$ cat config.mk
export PLATFORM = sky130hd
export DESIGN_NAME = gif_block_stream_parser_top
export DESIGN_NICKNAME = d
export VERILOG_FILES = /design/src/hdl/gbsp_pkg.sv /design/src/hdl/gif_block_stream_parser_top.sv
export SDC_FILE = /design/constraint.sdc
export NUM_CORES = 1
export LEC_CHECK = 0
export BUFFER_PORTS_ARGS = -buffer_cell sky130_fd_sc_hd__buf_2
export CORE_ASPECT_RATIO = 1.5
export CORE_MARGIN = 2
export CORE_UTILIZATION = 48
export CTS_CLUSTER_SIZE = 16
export DETAILED_ROUTE_END_ITERATION = 7
export GPL_TIMING_DRIVEN = 0
export PLACE_DENSITY = 0.67
export SETUP_SLACK_MARGIN = 0.05
export SLEW_MARGIN = 30
export SYNTH_ARGS = -nofsm -noshare
export SYNTH_HDL_FRONTEND = slang
export SYNTH_SLANG_ARGS = --single-unit
$ cat constraint.sdc
create_clock -name clk -period 5.65 [get_ports clk]
set_clock_uncertainty 0.2 [all_clocks]
set_input_delay 0.8475 -clock clk [delete_from_list [all_inputs] [get_ports clk]]
set_output_delay 0.8475 -clock clk [all_outputs]
set_load 0.01 [all_outputs]
$ cat src/hdl/gbsp_pkg.sv
// ----------------------------------------------------------------------------
// gbsp_pkg
// Phase codes, section codes and helpers for the GIF block stream parser.
// ----------------------------------------------------------------------------
package gbsp_pkg;

	localparam int POS_W = 10;

	localparam logic [3:0] PH_HEADER  = 4'd0;
	localparam logic [3:0] PH_SCREEN  = 4'd1;
	localparam logic [3:0] PH_GLOBAL  = 4'd2;
	localparam logic [3:0] PH_SCAN    = 4'd3;
	localparam logic [3:0] PH_LABEL   = 4'd4;
	localparam logic [3:0] PH_APP     = 4'd5;
	localparam logic [3:0] PH_DATA    = 4'd6;
	localparam logic [3:0] PH_GFX     = 4'd7;
	localparam logic [3:0] PH_IMGDESC = 4'd8;
	localparam logic [3:0] PH_LOCAL   = 4'd9;
	localparam logic [3:0] PH_LZW     = 4'd10;
	localparam logic [3:0] PH_SUBLEN  = 4'd12;
	localparam logic [3:0] PH_HALT    = 4'd15;

	localparam logic [3:0] SEC_HEADER  = 4'd0;
	localparam logic [3:0] SEC_SCREEN  = 4'd1;
	localparam logic [3:0] SEC_GLOBAL  = 4'd2;
	localparam logic [3:0] SEC_SCAN    = 4'd3;
	localparam logic [3:0] SEC_LABEL   = 4'd4;
	localparam logic [3:0] SEC_APP     = 4'd5;
	localparam logic [3:0] SEC_EXTDATA = 4'd6;
	localparam logic [3:0] SEC_GFX     = 4'd7;
	localparam logic [3:0] SEC_IMGDESC = 4'd8;
	localparam logic [3:0] SEC_LOCAL   = 4'd9;
	localparam logic [3:0] SEC_LZW     = 4'd10;
	localparam logic [3:0] SEC_IMGDATA = 4'd11;
	localparam logic [3:0] SEC_SUBLEN  = 4'd12;
	localparam logic [3:0] SEC_TERM    = 4'd13;
	localparam logic [3:0] SEC_TRAILER = 4'd14;
	localparam logic [3:0] SEC_HALT    = 4'd15;

	localparam logic [1:0] KIND_APP     = 2'd0;
	localparam logic [1:0] KIND_COMMENT = 2'd1;
	localparam logic [1:0] KIND_IMAGE   = 2'd2;

	localparam logic [7:0] BYTE_TRAILER = 8'h3B;
	localparam logic [7:0] BYTE_EXT     = 8'h21;
	localparam logic [7:0] BYTE_IMAGE   = 8'h2C;
	localparam logic [7:0] LABEL_APP    = 8'hFF;
	localparam logic [7:0] LABEL_CMT    = 8'hFE;
	localparam logic [7:0] LABEL_GFX    = 8'hF9;

	localparam logic [POS_W-1:0] LEN_HEADER  = 10'd6;
	localparam logic [POS_W-1:0] LEN_SCREEN  = 10'd7;
	localparam logic [POS_W-1:0] LEN_APP     = 10'd12;
	localparam logic [POS_W-1:0] LEN_GFX     = 10'd6;
	localparam logic [POS_W-1:0] LEN_IMGDESC = 10'd10;
	localparam logic [POS_W-1:0] POS_PACKED_SCR = 10'd4;
	localparam logic [POS_W-1:0] POS_PACKED_IMG = 10'd9;

	// "GIF89a"
	function automatic logic [7:0] sig_byte(input logic [2:0] idx);
		logic [7:0] r;
		case (idx)
			3'd0:    r = 8'h47;
			3'd1:    r = 8'h49;
			3'd2:    r = 8'h46;
			3'd3:    r = 8'h38;
			3'd4:    r = 8'h39;
			3'd5:    r = 8'h61;
			default: r = 8'h47;
		endcase
		return r;
	endfunction

	function automatic logic [POS_W-1:0] table_bytes(input logic [7:0] packed_b);
		logic [3:0] sh;
		sh = {1'b0, packed_b[2:0]} + 4'd1;
		if (!packed_b[7])
			return '0;
		return POS_W'(10'd3 << sh);
	endfunction

endpackage

$ cat src/hdl/gif_block_stream_parser_top.sv
// ----------------------------------------------------------------------------
// gif_block_stream_parser_top
// Labels each byte of a GIF89a file with its section and position.
// ----------------------------------------------------------------------------
// Usage:
//   Input channel: data_byte and start_of_file with in_valid / in_stall.
//   An item is taken on a clock edge with in_valid high and in_stall low.
//   Raise start_of_file on the first byte of every file.
//   Output channel: one result item per input item, on section, byte_value,
//   offset_in_section, section_end, frames_seen, format_error and
//   trailer_seen with out_valid / out_stall.
//   An input register, then the parse step into the result register;
//   out_valid rises once the parse step has written the result register.
//   Throughput is one item per cycle while the receiver does not stall,
//   set by the combinational phase and counter update.
//   While the receiver stalls, the result holds; the input register still
//   fills once, after which in_stall rises until the result is taken.
//   Reset clears both stage valids and returns the parser to the header
//   phase with all counters and flags cleared.
// ----------------------------------------------------------------------------
module gif_block_stream_parser_top
	import gbsp_pkg::*;
(
	input  logic             clk,
	input  logic             arst_n,
	input  logic             in_valid,
	output logic             in_stall,
	input  logic [7:0]       data_byte,
	input  logic             start_of_file,
	output logic             out_valid,
	input  logic             out_stall,
	output logic [3:0]       section,
	output logic [7:0]       byte_value,
	output logic [POS_W-1:0] offset_in_section,
	output logic             section_end,
	output logic [15:0]      frames_seen,
	output logic             format_error,
	output logic             trailer_seen
);

	logic             valid_s1, sof_s1;
	logic [7:0]       data_s1;
	logic             valid_s2;
	logic [3:0]       sec_s2;
	logic [7:0]       byte_s2;
	logic [POS_W-1:0] off_s2;
	logic             end_s2;

	logic [3:0]       phase_q;
	logic [POS_W-1:0] pos_q, slen_q;
	logic [7:0]       sbl_q;
	logic [1:0]       kind_q;
	logic             mism_q, fin_q;
	logic [15:0]      cnt_q;

	logic             hold_s2, hold_s1, step;

	logic [3:0]       ph, n_ph;
	logic [POS_W-1:0] pos, n_pos, slen, n_slen;
	logic [7:0]       sbl, n_sbl;
	logic [1:0]       kind, n_kind;
	logic             mism, n_mism, fin, n_fin;
	logic [15:0]      cnt, n_cnt;
	logic [3:0]       sec;
	logic [POS_W-1:0] off;
	logic             s_end;
	logic [POS_W:0]   pos_inc;
	logic [7:0]       b;

	assign hold_s2  = valid_s2 && out_stall;
	assign hold_s1  = valid_s1 && hold_s2;
	assign in_stall = hold_s1;
	assign step     = valid_s1 && !hold_s2;

	always_ff @(posedge clk or negedge arst_n) begin
		if (!arst_n) begin
			valid_s1 <= 1'b0;
		end else if (!hold_s1) begin
			valid_s1 <= in_valid;
		end
	end

	always_ff @(posedge clk) begin
		if (!hold_s1 && in_valid) begin
			data_s1 <= data_byte;
			sof_s1  <= start_of_file;
		end
	end

	always_comb begin
		b       = data_s1;
		ph      = sof_s1 ? PH_HEADER : phase_q;
		pos     = sof_s1 ? '0 : pos_q;
		slen    = sof_s1 ? '0 : slen_q;
		sbl     = sof_s1 ? '0 : sbl_q;
		kind    = sof_s1 ? KIND_APP : kind_q;
		mism    = sof_s1 ? 1'b0 : mism_q;
		fin     = sof_s1 ? 1'b0 : fin_q;
		cnt     = sof_s1 ? '0 : cnt_q;
		pos_inc = {1'b0, pos} + 1'b1;

		n_ph   = ph;
		n_pos  = pos;
		n_slen = slen;
		n_sbl  = sbl;
		n_kind = kind;
		n_mism = mism;
		n_fin  = fin;
		n_cnt  = cnt;
		sec    = SEC_HALT;
		off    = '0;
		s_end  = 1'b0;

		case (ph)
			PH_HEADER: begin
				sec = SEC_HEADER;
				off = pos;
				if (b != sig_byte(pos[2:0]))
					n_mism = 1'b1;
				if (pos_inc >= {1'b0, LEN_HEADER}) begin
					s_end = 1'b1;
					n_pos = '0;
					n_ph  = n_mism ? PH_HALT : PH_SCREEN;
				end else begin
					n_pos = pos_inc[POS_W-1:0];
				end
			end
			PH_SCREEN: begin
				sec = SEC_SCREEN;
				off = pos;
				if (pos == POS_PACKED_SCR)
					n_slen = table_bytes(b);
				if (pos_inc >= {1'b0, LEN_SCREEN}) begin
					s_end = 1'b1;
					n_pos = '0;
					n_ph  = (n_slen != '0) ? PH_GLOBAL : PH_SCAN;
				end else begin
					n_pos = pos_inc[POS_W-1:0];
				end
			end
			PH_GLOBAL, PH_LOCAL: begin
				sec = (ph == PH_GLOBAL) ? SEC_GLOBAL : SEC_LOCAL;
				off = pos;
				if (pos_inc >= {1'b0, slen}) begin
					s_end = 1'b1;
					n_pos = '0;
					n_ph  = (ph == PH_GLOBAL) ? PH_SCAN : PH_LZW;
				end else begin
					n_pos = pos_inc[POS_W-1:0];
				end
			end
			PH_SCAN: begin
				if (b == BYTE_TRAILER) begin
					sec   = SEC_TRAILER;
					s_end = 1'b1;
					n_fin = 1'b1;
					n_ph  = PH_HALT;
				end else if (b == BYTE_EXT) begin
					sec   = SEC_LABEL;
					n_pos = 10'd1;
					n_ph  = PH_LABEL;
				end else if (b == BYTE_IMAGE) begin
					sec    = SEC_IMGDESC;
					n_pos  = 10'd1;
					n_slen = '0;
					n_ph   = PH_IMGDESC;
				end else begin
					sec   = SEC_SCAN;
					s_end = 1'b1;
				end
			end
			PH_LABEL: begin
				sec   = SEC_LABEL;
				off   = 10'd1;
				s_end = 1'b1;
				n_pos = '0;
				if (b == LABEL_APP) begin
					n_kind = KIND_APP;
					n_ph   = PH_APP;
				end else if (b == LABEL_CMT) begin
					n_kind = KIND_COMMENT;
					n_ph   = PH_SUBLEN;
				end else if (b == LABEL_GFX) begin
					n_ph = PH_GFX;
				end else begin
					n_ph = PH_SCAN;
				end
			end
			PH_APP, PH_GFX: begin
				sec = (ph == PH_APP) ? SEC_APP : SEC_GFX;
				off = pos;
				if (pos_inc >= {1'b0, ((ph == PH_APP) ? LEN_APP : LEN_GFX)}) begin
					s_end = 1'b1;
					n_pos = '0;
					n_ph  = (ph == PH_APP) ? PH_SUBLEN : PH_SCAN;
				end else begin
					n_pos = pos_inc[POS_W-1:0];
				end
			end
			PH_IMGDESC: begin
				sec = SEC_IMGDESC;
				off = pos;
				if (pos == POS_PACKED_IMG)
					n_slen = table_bytes(b);
				if (pos_inc >= {1'b0, LEN_IMGDESC}) begin
					s_end = 1'b1;
					n_pos = '0;
					n_ph  = (n_slen != '0) ? PH_LOCAL : PH_LZW;
				end else begin
					n_pos = pos_inc[POS_W-1:0];
				end
			end
			PH_LZW: begin
				sec    = SEC_LZW;
				s_end  = 1'b1;
				n_kind = KIND_IMAGE;
				n_pos  = '0;
				n_ph   = PH_SUBLEN;
			end
			PH_SUBLEN: begin
				s_end = 1'b1;
				n_pos = '0;
				if (b == 8'd0) begin
					sec  = SEC_TERM;
					n_ph = PH_SCAN;
					if (kind == KIND_IMAGE && cnt != 16'hFFFF)
						n_cnt = cnt + 16'd1;
				end else begin
					sec   = SEC_SUBLEN;
					n_sbl = b;
					n_ph  = PH_DATA;
				end
			end
			PH_DATA: begin
				sec = (kind == KIND_IMAGE) ? SEC_IMGDATA : SEC_EXTDATA;
				off = pos;
				if (sbl <= 8'd1) begin
					s_end = 1'b1;
					n_sbl = '0;
					n_pos = '0;
					n_ph  = PH_SUBLEN;
				end else begin
					n_sbl = sbl - 8'd1;
					n_pos = pos_inc[POS_W-1:0];
				end
			end
			default: begin
				sec = SEC_HALT;
			end
		endcase
	end

	always_ff @(posedge clk or negedge arst_n) begin
		if (!arst_n) begin
			phase_q  <= PH_HEADER;
			pos_q    <= '0;
			slen_q   <= '0;
			sbl_q    <= '0;
			kind_q   <= KIND_APP;
			mism_q   <= 1'b0;
			fin_q    <= 1'b0;
			cnt_q    <= '0;
			valid_s2 <= 1'b0;
		end else begin
			if (!hold_s2)
				valid_s2 <= valid_s1;
			if (step) begin
				phase_q <= n_ph;
				pos_q   <= n_pos;
				slen_q  <= n_slen;
				sbl_q   <= n_sbl;
				kind_q  <= n_kind;
				mism_q  <= n_mism;
				fin_q   <= n_fin;
				cnt_q   <= n_cnt;
			end
		end
	end

	always_ff @(posedge clk) begin
		if (step) begin
			sec_s2  <= sec;
			byte_s2 <= b;
			off_s2  <= off;
			end_s2  <= s_end;
		end
	end

	assign out_valid         = valid_s2;
	assign section           = sec_s2;
	assign byte_value        = byte_s2;
	assign offset_in_section = off_s2;
	assign section_end       = end_s2;
	assign frames_seen       = cnt_q;
	assign format_error      = mism_q;
	assign trailer_seen      = fin_q;

`ifndef SYNTHESIS
	a_stall_needs_item: assert property (@(posedge clk) disable iff (!arst_n)
		in_stall |-> (valid_s1 && valid_s2))
		else $error("input stalled with no item held");

	a_trailer_flag: assert property (@(posedge clk) disable iff (!arst_n)
		(out_valid && section == SEC_TRAILER) |-> trailer_seen)
		else $error("trailer labelled without trailer flag");

	a_halt_fields: assert property (@(posedge clk) disable iff (!arst_n)
		(out_valid && section == SEC_HALT) |-> (offset_in_section == '0 && !section_end))
		else $error("error section with offset or end set");

	a_header_exit: assert property (@(posedge clk) disable iff (!arst_n)
		(step && phase_q == PH_SCREEN && !sof_s1) |-> !mism_q)
		else $error("screen descriptor reached after header mismatch");
`endif

endmodule
* Word level (Yosys, flattened, before mapping)
Cells that the tools add are included.
** Operators by class
- Add/sub/neg operators :: 4
- Multipliers :: 0
- Div/mod/pow operators :: 0
- $lt $le $gt $ge :: 6
- Equal/unequal tests :: 27
- Shift operators :: 1
- Multiplexer cells :: 89
- Bitwise operators :: 0
- Reductions and logical operators :: 15
** Operator list (count)
- $mux W10 :: 21
- $mux W4 :: 21
- $pmux W10 S8 :: 1
- $pmux W4 S10 :: 2
- $mux W16 :: 4
- $pmux W7 S5 :: 1
- $mux W8 :: 4
- $pmux W10 S3 :: 1
- $eq A8 B6 Y1 const B :: 3
- $eq A8 B8 Y1 const B :: 3
- $mux W1 :: 23
- $ge A11 B3 Y1 const B :: 2
- $pmux W10 S2 :: 1
- $reduce_bool A10 Y1 :: 2
- $add A16 B1 Y16 const B :: 1
- $eq A4 B3 Y1 const B :: 4
- $eq A4 B4 Y1 const B :: 4
- $ne A16 B16 Y1 const B :: 1
- $pmux W8 S2 :: 1
- $add A10 B1 Y11 const B :: 1
- $ge A11 B10 Y1 :: 1
- $ge A11 B4 Y1 :: 1
- $ge A11 B4 Y1 const B :: 1
- $eq A10 B3 Y1 const B :: 1
- other kinds (23) :: 37
** Storage, ports and cells
- Register bits :: 86
- Bits in latches :: 0
- RAM bits :: 0
- Memory bits (read-only) :: 0
- Input port bits :: 13
- Word-level logic and storage cells :: 158
- Memories kept :: 0

* Longest topological paths before layout
- Depth in word-level cells :: 11
- Mapped depth :: 21
- Mapped depth without buffers :: 15

* Least setup slack after synthesis
Ideal clock, no wire load.
- Kind :: reg2reg
- Start :: reg sof_s1
- End :: reg pos_q[1]
- Arrival :: 4.363 ns
- Required time :: 5.328 ns
- Slack :: 0.966 ns
- Cell stages (with the launch flop) :: 22
- Buffers on the path :: 7
- Clock period less this slack :: 4.684 ns
- Cells stage by stage :: edfxtp_1 -> buf_6 -> clkbuf_1 -> buf_2 -> buf_2 -> buf_1 -> buf_1 -> nor2_1 -> ha_1 -> and3_1 -> and2_1 -> nand3_1 -> xor2_1 -> nor2_1 -> ha_1 -> o21ai_0 -> a211oi_1 -> nor3_1 -> o2111a_1 -> or3_1 -> buf_6 -> a32o_1
** On the way
- Word-level cells in the longest chain between the ends :: 6
- Elaborated cells on any way between the ends :: 37
** Ends and longest elaborated chain
- from (decl) :: line gif_block_stream_parser_top.sv:41 : logic valid_s1, sof_s1;
- from (signal assigned) :: line gif_block_stream_parser_top.sv:86 : sof_s1 <= start_of_file;
- branches (longest 5 deep; another with $add A10 B1 Y11)
- $pmux W10 S8 (*) :: line gif_block_stream_parser_top.sv:114 : case (ph)
- to (signal assigned) :: line gif_block_stream_parser_top.sv:269 : pos_q <= n_pos;
- to (decl) :: line gif_block_stream_parser_top.sv:50 : logic [POS_W-1:0] pos_q, slen_q;
Every way passes the cells marked *.
A chain may end at the register's enable or synchronous reset.

* Worst setup path after layout
- Start :: reg sof_s1
- End :: reg pos_q[9]
The elaborated chain is that of the path after synthesis.

==> reports/metrics.sh <==
POST-CTS-SETUP-BUFFERS=0
FINAL_CELL_MIX='58 x buf_2, 55 x nor2_1, 54 x nand2_1, 54 x dfrtp_1, 40 x o21ai_0'
COMBINED_AREA_OF_THE_MULTI_INPUT_LOGIC_CELLS_SQ_UM=3321
HOLD_BUFFERS=0
PORT-BUFFER-COUNT=55
SYNTHESIS.YOSYS.WARNINGS=0
POWER.SHARE.SWITCHING=0.3868
SEQ_POWER_SHARE=0.362
HTREE_NUM_LEVELS=3
FIRST_GLOBAL_VIAS=5549
YS_TYPES=78
PEAKVDDDROP_mV=0.1765
FF_LATCH_COUNT_SYNTH=86
CTS_TREE='yes'
GRT_USE_TOTAL=0.2988
STD_CELL_ROWS=49
GRT-OVFL-TOTAL=0
DETAIL_ROUTE.VIAS_PER_CELL=6.361
CRITICAL_SETUP_PATH_CLASS='flip-flop to flip-flop'
FIN_NETS=763
FINAL_ANTENNA_NET_COUNT=0
DP_HPWL_UM=14180
NUMPLACEDINSTANCES=866
AREA_DELTA_SYNTH_FINAL_PCT=13.65
CLK_ROOT_BUFFER_CELL='clkbuf_16'
CP-STARTPOINT='sof_s1'
POSTSYNTHNETCOUNT=697
DRT_FIRST_ITER_VIOLATIONS=475
YS_SEQ_AREA_FRAC=0.3929
TOTAL_DIE_AREA_SQ_UM=13180
AVGROUTEDWIREPERCELL_UM=21.65
MOST_COMMON_LIBRARY_CELL_IN_THE_LAYOUT_IGNORING_FILL_AND_TAPS='buf_2'
DIE_W_UM=94.41
FMAX_GHz=0.1901
FINALSETUPVIOLCOUNT=0
ROUTED-VIA-COUNT=5604
CORE_REGION_AREA_SQ_UM=11960
CLK-INSERTION-DELAY-LATE_NS=0.35
FINAL_LAYOUT_SIZE_SUFFIX_GT1_FRAC=0.1291
FINAL-INSTANCE-COUNT-EXCL-FILL=881
CP_MAX_FO=19
CRIT_REQUIRED_NS=5.69
SYNTH-EDFF-COUNT=32
CRIT_PATH_END='pos_q[9]'
YS.FLOP_TYPE='dfrtp_1'
SYNTH.CELL_AREA_SQ_UM=5884
REG2REG_FROM='sof_s1'
SYN-INSTANCE-COUNT=657
FINALWIRELENGTH_UM=19070
TIMING_HOLD_VIOLATIONS_FINAL=0
FF2FF_SETUP_SLACK_NS=0.39
STARTPOINT_TYPE='flip-flop'
POWER.NET_SWITCHING_uW=822.3
RSZ0062_AT_GRT='false'
CTSRESIZECOUNT=1
CLOCK_NETWORK_POWER_SHARE=0.297
SYN-MEAN-INSTANCE-AREA_SQ_UM=8.956
GRT_FIRST_PASS_WIRELENGTH_UM=29950
DESIGN.PORTCOUNT=56
PWR_DENSITY_CELL_nW_PER_UM2=317.9
CTSLONGESTPATHBUFFERS=2
STATIC-LEAKAGE-POWER_uW=0.002824
POWER.SHARE.COMBINATIONAL=0.340
MIN_TCLK_POST_ROUTE_NS=5.262
DRV_SLEW=0
INITIAL_CORE_UTIL=0.4922
FINALWEIGHTEDCONGESTION=0.9425
TIMING.SETUP.TNS_NS=0
CLK_TRANSITION_REPORTED_PATHS_NS=0.07
STATUS='complete, no violations'
CLOCK-SINKS=86
DATA_ARRIVAL_TIME_OF_THE_CRITICAL_PATH_NS=5.30
ASYNC_RESET_FF_FRAC=0.6279
FINAL-SEQ-AREA_SQ_UM=2312
WORST_MIN_DELAY_PATH_CLASS='flip-flop to flip-flop'
CP-END-KIND='flip-flop'
ANTENNA_FOUND_INITIAL=0
FLOORPLAN.DIE.HEIGHT_UM=139.6
INTERNAL-POWER_uW=1304
FILLER_CELL_COUNT=1151
MIN_PERIOD_OVER_PERIOD=0.9313
WORSTREG2REGEND='pos_q[9]'
HOLD_WS_NS=0.2523
MAX_SLEW.WORST_PIN.SLEW_NS=0.9096
MAXIMUM_NUMBER_OF_PINS_ON_ONE_NET_BEFORE_GLOBAL_ROUTE_REPAIR=55
NUMCTSBUFFERS=9
DRT_PRE_ANTENNA_ITERS=6
DRT_DRC_VIOLATIONS_LEFT=0
RR_WORST_DEPTH=20
INSERTEDDIODECOUNT=0
MAX_SLEW_HEADROOM_AT_THE_WORST_PIN=0.3899
MAX-CAP-VIOLATIONS=0
-- flip-flops by register name (all words and copies together) (netlist names) --
name               count
sbl_q                  8
slen_q                10
section                4
phase_q                4
sof_s1                 1
b                      8
section_end            1
frames_seen           16
byte_value             8
out_valid              1
trailer_seen           1
pos_q                 10
format_error           1
valid_s1               1
kind_q                 2
offset_in_section     10
-- layout make-up --
type,count,area share
flip-flops and latches,86,0.3457
repair buffers,56,0.04565
inverters,24,0.01347
plain buffers,37,0.02451
clock buffers,9,0.03368
clock inverters,7,0.01179
multi-input cells,509,0.4965
well taps,153,0.02862
-- through the flow --
step / setup slack [ns] / cell area (sq um) / util / power, uW
floorplan: 0.9656 / 5884 / - / 1250
global placement: -0.5273 / 6351 / 0.5312 / 1470
detailed placement: -0.5962 / 6382 / 0.5339 / 1481
CTS: 0.2361 / 6684 / 0.5591 / 2108
global route: 0.1572 / 6688 / 0.5594 / 2218
finish: 0.3884 / 6688 / 0.5594 / 2126
-- power groups by stage --
stage          Combinational, uW  Sequential [uW]  Clock, uW
3_3_place_gp                 689              781          0
2_1_floorplan                471              779          0
3_5_place_dp                 700              781          0
4_1_cts                      704              768        635
6_report                     723              771        632
5_1_grt                      783              778        657
-- per-layer routing --
layer	vias to the layer above	wire length [um]	track usage
met5	-	0	0
met4	0	1148	0.1693
met3	75	882	0.04277
met2	220	9953	0.5271
met1	2748	7090	0.3377
li1	2561	-	-
-- worst min-delay path by stage --
stage	start	end	slack (ns)	cells after the start
after floorplan	b[5]	byte_value[5]	0.22	0
after global placement	b[5]	byte_value[5]	0.23	0
after detailed placement	b[7]	byte_value[7]	0.23	0
after CTS	b[7]	byte_value[7]	0.25	0
after global routing	b[5]	byte_value[5]	0.27	0
final	b[7]	byte_value[7]	0.25	0
-- cells in the mapped netlist (16+ instances only) --
library cell,n,area share
nor2_1,56,0.036
dfrtp_1,54,0.23
nand2_1,54,0.034
o21ai_0,40,0.034
a21oi_1,34,0.029
edfxtp_1,32,0.16
ha_1,27,0.057
nand3_1,25,0.021
clkbuf_1,24,0.015
inv_1,24,0.015
nor2b_1,20,0.021
xor2_1,17,0.025
nor3_1,16,0.014
-- worst max-delay path: stages (launching register included) --
cell and delay (ns):
edfxtp_1 0.42, buf_6 0.22, buf_2 0.31, buf_2 0.32
clkbuf_2 0.28, buf_2 0.32, nor2_2 0.14, ha_1 0.24
and3_1 0.20, and2_1 0.18, nand3_1 0.10, xor2_1 0.15
nor2_1 0.11, ha_1 0.35, o21ai_0 0.13, a211oi_1 0.35
nor3_1 0.11, o2111a_1 0.18, or3_1 0.40, buf_6 0.15
a32o_1 0.25
-- cells by family (layout without fill, tap and decap cells) --
kind of cell,Yosys count,count (layout),share of synthesized area
muxes,10,10,0.01722
and+or+nand+nor,265,265,0.2377
AOI/OAI and AO/OA,178,178,0.2058
DFF,86,86,0.3929
buffers and inverters,62,133,0.04317
adders and majority gates,28,28,0.05911
xor gates and xnor gates,28,28,0.04401
No activity file was read; power rests on OpenSTA's default activity.
